===== config.mk =====
export PLATFORM = sky130hd
export DESIGN_NAME = button_debounce_with_hold_timers
export DESIGN_NICKNAME = d
export VERILOG_FILES = /design/src/bdh_pkg.sv /design/src/bdh_cfg_regs.sv /design/src/bdh_core.sv /design/src/button_debounce_with_hold_timers.sv
export SDC_FILE = /design/constraint.sdc
export NUM_CORES = 1
export LEC_CHECK = 0
export BUFFER_PORTS_ARGS = -buffer_cell sky130_fd_sc_hd__buf_2
export CAP_MARGIN = 20
export CORE_MARGIN = 2
export CORE_UTILIZATION = 45
export CTS_BUF_LIST = sky130_fd_sc_hd__clkbuf_16
export DETAILED_ROUTE_END_ITERATION = 8
export PLACE_DENSITY = 0.68
export SLEW_MARGIN = 5
export SYNTH_ARGS = -nofsm -noshare
export SYNTH_HDL_FRONTEND = slang
export SYNTH_SLANG_ARGS = --single-unit

===== constraint.sdc =====
create_clock -name clk -period 3.14 [get_ports clk]
set_input_delay 0.471 -clock clk [delete_from_list [all_inputs] [get_ports clk]]
set_output_delay 0.471 -clock clk [all_outputs]
set_load 0.01 [all_outputs]

===== src/bdh_pkg.sv =====
// Package for the button debouncer with hold timers.
// Holds the configuration record, register indexes, state codes and reset values.
// No dependencies.
`timescale 1ns / 1ps

package bdh_pkg;

  localparam int BDH_WINDOW_DEPTH = 5;
  localparam int CNT_W            = 24;
  localparam int PERIOD_W         = 10;
  localparam int ADDR_W           = 4;
  localparam int DATA_W           = 32;

  localparam logic [CNT_W-1:0] CNT_MAX = {CNT_W{1'b1}};

  localparam logic                RST_PRESSED_LEVEL = 1'b0;
  localparam logic [PERIOD_W-1:0] RST_TICK_PERIOD   = 10'd10;
  localparam logic [CNT_W-1:0]    RST_PRESSED_LIMIT = 24'd60000;
  localparam logic [CNT_W-1:0]    RST_RELEASE_LIMIT = 24'd60000;

  typedef enum logic [1:0] {
    REG_PRESSED_LEVEL = 2'd0,
    REG_TICK_PERIOD   = 2'd1,
    REG_PRESSED_LIMIT = 2'd2,
    REG_RELEASE_LIMIT = 2'd3
  } reg_idx_t;

  typedef enum logic [1:0] {
    CODE_RELEASED     = 2'd0,
    CODE_PRE_PRESSED  = 2'd1,
    CODE_PRESSED      = 2'd2,
    CODE_PRE_RELEASED = 2'd3
  } btn_code_t;

  typedef enum logic [3:0] {
    ST_RELEASED     = 4'b0001,
    ST_PRE_PRESSED  = 4'b0010,
    ST_PRESSED      = 4'b0100,
    ST_PRE_RELEASED = 4'b1000
  } btn_state_t;

  typedef struct packed {
    logic                pressed_level;
    logic [PERIOD_W-1:0] tick_period_ms;
    logic [CNT_W-1:0]    pressed_limit_ms;
    logic [CNT_W-1:0]    released_limit_ms;
  } cfg_t;

endpackage


===== src/bdh_cfg_regs.sv =====
// APB-style configuration registers of the button debouncer.
// Depends on bdh_pkg.
`timescale 1ns / 1ps

module bdh_cfg_regs
  import bdh_pkg::*;
(
  input  logic              clk,
  input  logic              rst_n,
  input  logic              psel,
  input  logic              penable,
  input  logic              pwrite,
  input  logic [ADDR_W-1:0] paddr,
  input  logic [DATA_W-1:0] pwdata,
  output logic [DATA_W-1:0] prdata,
  output logic              pready,
  output cfg_t              cfg
);

  cfg_t     cfg_r;
  reg_idx_t idx;
  logic     wr_en;

  assign idx    = reg_idx_t'(paddr[3:2]);
  assign wr_en  = psel & penable & pwrite;
  assign pready = 1'b1;
  assign cfg    = cfg_r;

  always_ff @(posedge clk) begin
    if (!rst_n) begin
      cfg_r.pressed_level     <= RST_PRESSED_LEVEL;
      cfg_r.tick_period_ms    <= RST_TICK_PERIOD;
      cfg_r.pressed_limit_ms  <= RST_PRESSED_LIMIT;
      cfg_r.released_limit_ms <= RST_RELEASE_LIMIT;
    end else if (wr_en) begin
      case (idx)
        REG_PRESSED_LEVEL: cfg_r.pressed_level     <= pwdata[0];
        REG_TICK_PERIOD:   cfg_r.tick_period_ms    <= pwdata[PERIOD_W-1:0];
        REG_PRESSED_LIMIT: cfg_r.pressed_limit_ms  <= pwdata[CNT_W-1:0];
        REG_RELEASE_LIMIT: cfg_r.released_limit_ms <= pwdata[CNT_W-1:0];
        default: ;
      endcase
    end
  end

  always_comb begin
    case (idx)
      REG_PRESSED_LEVEL: prdata = {{(DATA_W-1){1'b0}}, cfg_r.pressed_level};
      REG_TICK_PERIOD:   prdata = {{(DATA_W-PERIOD_W){1'b0}}, cfg_r.tick_period_ms};
      REG_PRESSED_LIMIT: prdata = {{(DATA_W-CNT_W){1'b0}}, cfg_r.pressed_limit_ms};
      REG_RELEASE_LIMIT: prdata = {{(DATA_W-CNT_W){1'b0}}, cfg_r.released_limit_ms};
      default:           prdata = '0;
    endcase
  end

endmodule


===== src/bdh_core.sv =====
// Sample window, debounce state machine, hold counters and result register.
// Depends on bdh_pkg.
`timescale 1ns / 1ps

module bdh_core
  import bdh_pkg::*;
#(
  parameter int WINDOW_DEPTH = BDH_WINDOW_DEPTH
) (
  input  logic             clk,
  input  logic             rst_n,
  input  cfg_t             cfg,
  input  logic             step,
  input  logic             pin,
  output logic             ready,
  output logic             out_valid,
  input  logic             out_stall,
  output logic [1:0]       out_button_state,
  output logic [CNT_W-1:0] out_pressed_ms,
  output logic [CNT_W-1:0] out_released_ms
);

  logic [WINDOW_DEPTH-1:0] window_r, window_nxt;
  btn_state_t              state_r, state_nxt;
  logic [CNT_W-1:0]        pcnt_r, pcnt_nxt;
  logic [CNT_W-1:0]        rcnt_r, rcnt_nxt;
  logic                    out_valid_r;
  logic [1:0]              code_r;
  logic [CNT_W-1:0]        pms_r, rms_r;
  logic                    lv_p, lv_r;
  logic                    go_pre_press, go_press, go_pre_rel, go_rel;
  logic [1:0]              code_nxt;

  function automatic logic [CNT_W-1:0] grow(input logic [CNT_W-1:0]    cnt,
                                            input logic [CNT_W-1:0]    limit,
                                            input logic [PERIOD_W-1:0] period);
    logic [CNT_W:0] sum;
    sum = {1'b0, cnt} + {{(CNT_W+1-PERIOD_W){1'b0}}, period};
    if (cnt >= limit) begin
      return cnt;
    end else if (sum[CNT_W]) begin
      return CNT_MAX;
    end else begin
      return sum[CNT_W-1:0];
    end
  endfunction

  assign ready     = !out_valid_r || !out_stall;
  assign out_valid = out_valid_r;
  assign out_button_state = code_r;
  assign out_pressed_ms   = pms_r;
  assign out_released_ms  = rms_r;

  assign window_nxt = {window_r[WINDOW_DEPTH-2:0], pin};
  assign lv_p = cfg.pressed_level;
  assign lv_r = ~cfg.pressed_level;

  assign go_pre_press = (window_nxt[0] == lv_p) && (window_nxt[1] == lv_p) &&
                        (window_nxt[3] == lv_r) && (window_nxt[4] == lv_r);
  assign go_press     = (window_nxt[0] == lv_p) && (window_nxt[1] == lv_p) &&
                        (window_nxt[2] == lv_p);
  assign go_pre_rel   = (window_nxt[0] == lv_r) && (window_nxt[1] == lv_r) &&
                        (window_nxt[3] == lv_p) && (window_nxt[4] == lv_p);
  assign go_rel       = (window_nxt[0] == lv_r) && (window_nxt[1] == lv_r) &&
                        (window_nxt[2] == lv_r);

  always_comb begin
    state_nxt = state_r;
    pcnt_nxt  = pcnt_r;
    rcnt_nxt  = rcnt_r;
    case (state_r)
      ST_RELEASED: begin
        if (go_pre_press) begin
          state_nxt = ST_PRE_PRESSED;
          rcnt_nxt  = '0;
        end else begin
          rcnt_nxt = grow(rcnt_r, cfg.released_limit_ms, cfg.tick_period_ms);
        end
      end
      ST_PRE_PRESSED: begin
        if (go_press) state_nxt = ST_PRESSED;
      end
      ST_PRESSED: begin
        if (go_pre_rel) begin
          state_nxt = ST_PRE_RELEASED;
          pcnt_nxt  = '0;
        end else begin
          pcnt_nxt = grow(pcnt_r, cfg.pressed_limit_ms, cfg.tick_period_ms);
        end
      end
      ST_PRE_RELEASED: begin
        if (go_rel) state_nxt = ST_RELEASED;
      end
      default: state_nxt = ST_RELEASED;
    endcase
  end

  always_comb begin
    case (state_nxt)
      ST_RELEASED:     code_nxt = CODE_RELEASED;
      ST_PRE_PRESSED:  code_nxt = CODE_PRE_PRESSED;
      ST_PRESSED:      code_nxt = CODE_PRESSED;
      ST_PRE_RELEASED: code_nxt = CODE_PRE_RELEASED;
      default:         code_nxt = CODE_RELEASED;
    endcase
  end

  always_ff @(posedge clk) begin
    if (!rst_n) begin
      window_r    <= {WINDOW_DEPTH{~RST_PRESSED_LEVEL}};
      state_r     <= ST_RELEASED;
      pcnt_r      <= '0;
      rcnt_r      <= '0;
      out_valid_r <= 1'b0;
    end else begin
      if (step) begin
        window_r <= window_nxt;
        state_r  <= state_nxt;
        pcnt_r   <= pcnt_nxt;
        rcnt_r   <= rcnt_nxt;
      end
      if (ready) out_valid_r <= step;
    end
  end

  always_ff @(posedge clk) begin
    if (step) begin
      code_r <= code_nxt;
      pms_r  <= pcnt_nxt;
      rms_r  <= rcnt_nxt;
    end
  end

  a_pcnt_only_pressed: assert property (@(posedge clk) disable iff (!rst_n)
    state_r != ST_PRESSED |-> pcnt_r == '0)
    else $error("pressed counter nonzero outside pressed state");

  a_rcnt_only_released: assert property (@(posedge clk) disable iff (!rst_n)
    state_r != ST_RELEASED |-> rcnt_r == '0)
    else $error("released counter nonzero outside released state");

  a_idle_holds_state: assert property (@(posedge clk) disable iff (!rst_n)
    !step |=> $stable(state_r) && $stable(window_r))
    else $error("state moved without an item");

  a_pcnt_monotonic: assert property (@(posedge clk) disable iff (!rst_n)
    step && state_r == ST_PRESSED && state_nxt == ST_PRESSED |=> pcnt_r >= $past(pcnt_r))
    else $error("pressed counter decreased while held");

endmodule


===== src/button_debounce_with_hold_timers.sv =====
// Top level: input register, configuration registers and debounce core.
// An accepted item passes the input register, then the result register, where the result
// is valid; one item per cycle sustained while out_stall is low, and the window/state/counter
// update loop sets that rate.
// Synchronous active-low reset: window all at the released level, state released,
// counters zero, registers at their defaults. Depends on bdh_pkg, bdh_cfg_regs, bdh_core.
`timescale 1ns / 1ps

module button_debounce_with_hold_timers
  import bdh_pkg::*;
#(
  parameter int WINDOW_DEPTH = BDH_WINDOW_DEPTH
) (
  input  logic              clk,
  input  logic              rst_n,
  input  logic              in_valid,
  output logic              in_stall,
  input  logic              in_pin_level,
  output logic              out_valid,
  input  logic              out_stall,
  output logic [1:0]        out_button_state,
  output logic [CNT_W-1:0]  out_pressed_ms,
  output logic [CNT_W-1:0]  out_released_ms,
  input  logic              psel,
  input  logic              penable,
  input  logic              pwrite,
  input  logic [ADDR_W-1:0] paddr,
  input  logic [DATA_W-1:0] pwdata,
  output logic [DATA_W-1:0] prdata,
  output logic              pready
);

  cfg_t cfg;
  logic in_valid_r;
  logic pin_r;
  logic core_ready;
  logic step;

  assign in_stall = in_valid_r && !core_ready;
  assign step     = in_valid_r && core_ready;

  always_ff @(posedge clk) begin
    if (!rst_n) begin
      in_valid_r <= 1'b0;
    end else if (!in_stall) begin
      in_valid_r <= in_valid;
    end
  end

  always_ff @(posedge clk) begin
    if (in_valid && !in_stall) pin_r <= in_pin_level;
  end

  bdh_cfg_regs u_cfg (
    .clk     (clk),
    .rst_n   (rst_n),
    .psel    (psel),
    .penable (penable),
    .pwrite  (pwrite),
    .paddr   (paddr),
    .pwdata  (pwdata),
    .prdata  (prdata),
    .pready  (pready),
    .cfg     (cfg)
  );

  bdh_core #(
    .WINDOW_DEPTH (WINDOW_DEPTH)
  ) u_core (
    .clk              (clk),
    .rst_n            (rst_n),
    .cfg              (cfg),
    .step             (step),
    .pin              (pin_r),
    .ready            (core_ready),
    .out_valid        (out_valid),
    .out_stall        (out_stall),
    .out_button_state (out_button_state),
    .out_pressed_ms   (out_pressed_ms),
    .out_released_ms  (out_released_ms)
  );

endmodule


==> impl_metrics.py <==
metrics = {
    "outcome": {
        "outcome": "complete, no violations",
    },
    "sta": {
        "setup_viol": 0,
        "grt_setup_unrepaired": "yes",
        "max_freq_mhz": 341,
        "whs_ps": 208,
        "maxSlewViolCount": 0,
        "hold_viol": 0,
        "finalCritPeriodShare": 0.933,
        "finClkSkew_ps": 12.6,
        "max_slew_margin": 0.375,
        "worst_pin_slew_ps": 937,
        "layout_min_cycle_time_ps": 2930,
    },
    "yosys": {
        "synth_cells": 1233,
        "seq_area_frac_synth": 0.374,
        "yosys_register_bits": 168,
        "synth_area_leader_cell": "dfxtp_1",
        "synth_area_sq_um": 10400,
        "syn_area_per_cell_sq_um": 8.41,
        "yosys.area.top_type_share": 0.226,
        "synth_cell_types": 84,
        "synth-warning-count": 0,
        "async_reset_ff_frac": 0,
        "synth.top_cells.by_area": "dfxtp_1 (23%), edfxtp_1 (15%), ha_1 (8.2%), nand2_1 (7.5%), a21oi_1 (6.2%)",
        "synth_ff_type": "dfxtp_1",
        "synth_edf_count": 51,
    },
    "cells_and_area": {
        "layout.cells.non_filler": 1642,
        "syn_to_final_growth_pct": 14.9,
        "most-common-layout-cells": "nand2_1 (206), a21oi_1 (129), dfxtp_1 (117)",
        "nFillCells": 2138,
        "multi_input_area_sq_um": 5990,
        "seq_area_sq_um": 3870,
        "final_common_cell": "nand2_1",
        "finalNetCount": 1458,
        "fin_area_sq_um": 11900,
        "drive_gt1_frac": 0.164,
        "fin_util": 0.526,
    },
    "die": {
        "core.rowCount": 55,
        "core_sq_um": 22600,
        "die-height_microns": 156,
        "initial_core_util": 0.458,
        "boundaryPins": 129,
        "fp.dieW_microns": 156,
        "dieArea_sq_um": 24300,
    },
    "detailed_routing": {
        "drt-wirelength-per-cell_microns": 18.5,
        "routed_wl_microns": 30400,
        "via_count": 9798,
        "ant_nets": 0,
        "via_per_inst": 5.97,
        "route.detailed.drc": 0,
        "first_pass_iters": 6,
        "drtIter0Drc": 839,
    },
    "clocking": {
        "postCtsHoldBufs": 0,
        "clkTransAtPathRegs_ps": 70,
        "postCtsSetupRepairBufs": 0,
        "cts_buffers": 17,
        "h-tree-depth": 4,
        "cts_root_buf": "clkbuf_16",
        "clock-sinks": 168,
        "clk_latency_ps": 430,
        "cts_buffer_depth": 2,
        "cts_tree": "built",
    },
    "grt": {
        "grt_pass1_wl_microns": 47900,
        "antenna_found_initial": 0,
        "grt_start_max_net_pins": 44,
        "gr-total-overflow": 0,
        "first_global_vias": 8971,
        "grtUsageTotal": 0.250,
    },
    "place": {
        "gp_congestion": 0.954,
        "dp_hpwl_microns": 22700,
        "place_area_sq_um": 11300,
        "port_buffers": 109,
        "dp.cells": 1610,
    },
    "power_and_ir_drop": {
        "internal_power_uw": 3560,
        "p_comb_frac": 0.086,
        "power_frac_seq": 0.489,
        "fin_total_pwr_uw": 4760,
        "leakage_uw": 0.00472,
        "ir_drop_mv": 0.329,
        "p_clk_frac": 0.425,
        "swShare": 0.251,
        "p_sw_uw": 1190,
        "p_per_area_nw_per_um2": 399,
    },
    "worst_hold_path": {
        "hold_path.class": "in -> reg",
        "worstHoldPathCells": 1,
    },
    "worst_setup_path": {
        "endpoint_kind": "register",
        "critPathArrivalTime_ps": 3110,
        "cp_max_fo": 7,
        "crit_path_start_kind": "register",
        "path_class": "reg -> reg",
        "reg2reg_depth": 8,
        "cp.required_ps": 3320,
    },
    "flow_run": {
        "max_cap_violations": 0,
    },
}
-- critical path: stages, from the launching register on --
cell and delay, ps:
dfxtp_1 390, ha_1 260, fa_1 430, a211oi_2 300, nor3_2 120, o31ai_4 320, nor3_4 110, or4_4 550
a22o_1 190
-- final cells by class --
class                   count  area share
well taps                 285      0.0299
flip-flops and latches    168       0.325
clock inverters            13     0.00893
multi-input cells         939       0.503
diodes                      1    0.000210
clock buffers              18      0.0378
repair buffers            157      0.0761
inverters                  61      0.0192
-- sequential cells by signal, indices dropped and copies added, names as in the netlist, 2 cells and up --
signal	cells
u_cfg.cfg	59
u_core.out_pressed_ms	24
u_core.out_released_ms	24
u_core.pcnt_r	24
u_core.rcnt_r	24
u_core.state_r	4
u_core.window_r	4
u_core.out_button_state	2
-- repair_timing --
item / 4_1_cts / 5_1_grt
endpoints found under the setup margin: 0 / 16
endpoints found under the hold margin: 0 / 0
gates resized for setup: 0 / 5
-- logic make-up (layout without fill, tap and decap cells) --
family | count (synthesis) | after routing | share of synthesized area
DFF | 168 | 168 | 0.374
other | 2 | 10 | 0.000724
AOI/OAI and AO/OA | 360 | 360 | 0.233
xor gates and xnor gates | 14 | 14 | 0.0118
and+or+nand+nor | 462 | 462 | 0.216
buffers and inverters | 133 | 249 | 0.0539
muxes | 24 | 24 | 0.0246
adders and majority gates | 70 | 70 | 0.0859
-- final timing paths --
check / startpoint / endpoint / slack [ps]
max reg2reg: u_cfg.cfg[48] / u_core.out_released_ms[9] / 210
min reg2reg: u_cfg.cfg[27] / u_cfg.cfg[27] / 460
min: in_pin_level / pin_r / 210
max: u_cfg.cfg[48] / u_core.out_released_ms[9] / 210
-- metrics by stage --
step | TNS (ps) | setup WS, ps
final | 0 | 209
after global routing | -21.8 | -15.0
after CTS | 0 | 110
after detailed placement | 0 | 122
after global placement | 0 | 188
after floorplan | 0 | 304
-- power by group through the flow --
stage	combinational (uW)	sequential, uW	clock [uW]
2_1_floorplan	240	2380	0
3_3_place_gp	398	2370	0
3_5_place_dp	401	2370	0
4_1_cts	404	2330	2040
5_1_grt	450	2330	2140
6_report	408	2330	2020
-- cell usage after synthesis, types with 3 or more instances --
cell and count:
and2_1 12, nand3_1 31, and4_1 6, a21oi_1 129, buf_4 11, a2bb2oi_1 7, buf_2 15, o2bb2ai_1 12
nor4_1 16, o21ai_0 49, or3_1 3, a21o_1 8, nand2b_1 9, a311oi_1 13, o22a_1 3, ha_1 68
clkbuf_1 40, a211oi_1 11, xnor2_1 8, a22o_1 24, a22oi_1 8, buf_1 6, nand2_1 207, nor2b_1 22
mux2i_1 21, and3_1 12, o41ai_1 7, o21bai_1 4, o211ai_1 24, xor2_1 6, nor3_1 28, dfxtp_1 117
nand4_1 18, inv_1 60, or4_1 3, o311ai_0 3, o31a_1 3, nor2_1 73, a41oi_1 6, edfxtp_1 51
a31oi_1 12, o22ai_1 7, o221a_2 4
-- layer usage --
metal | wire [microns] | part of all wire | global-route usage
met1 | 13500 | 0.44 | 0.344
met2 | 13500 | 0.45 | 0.390
met3 | 2600 | 0.086 | 0.0556
met4 | 765 | 0.025 | 0.0817
met5 | 0 | 0 | 0
Power figures use the tool's default switching activity.
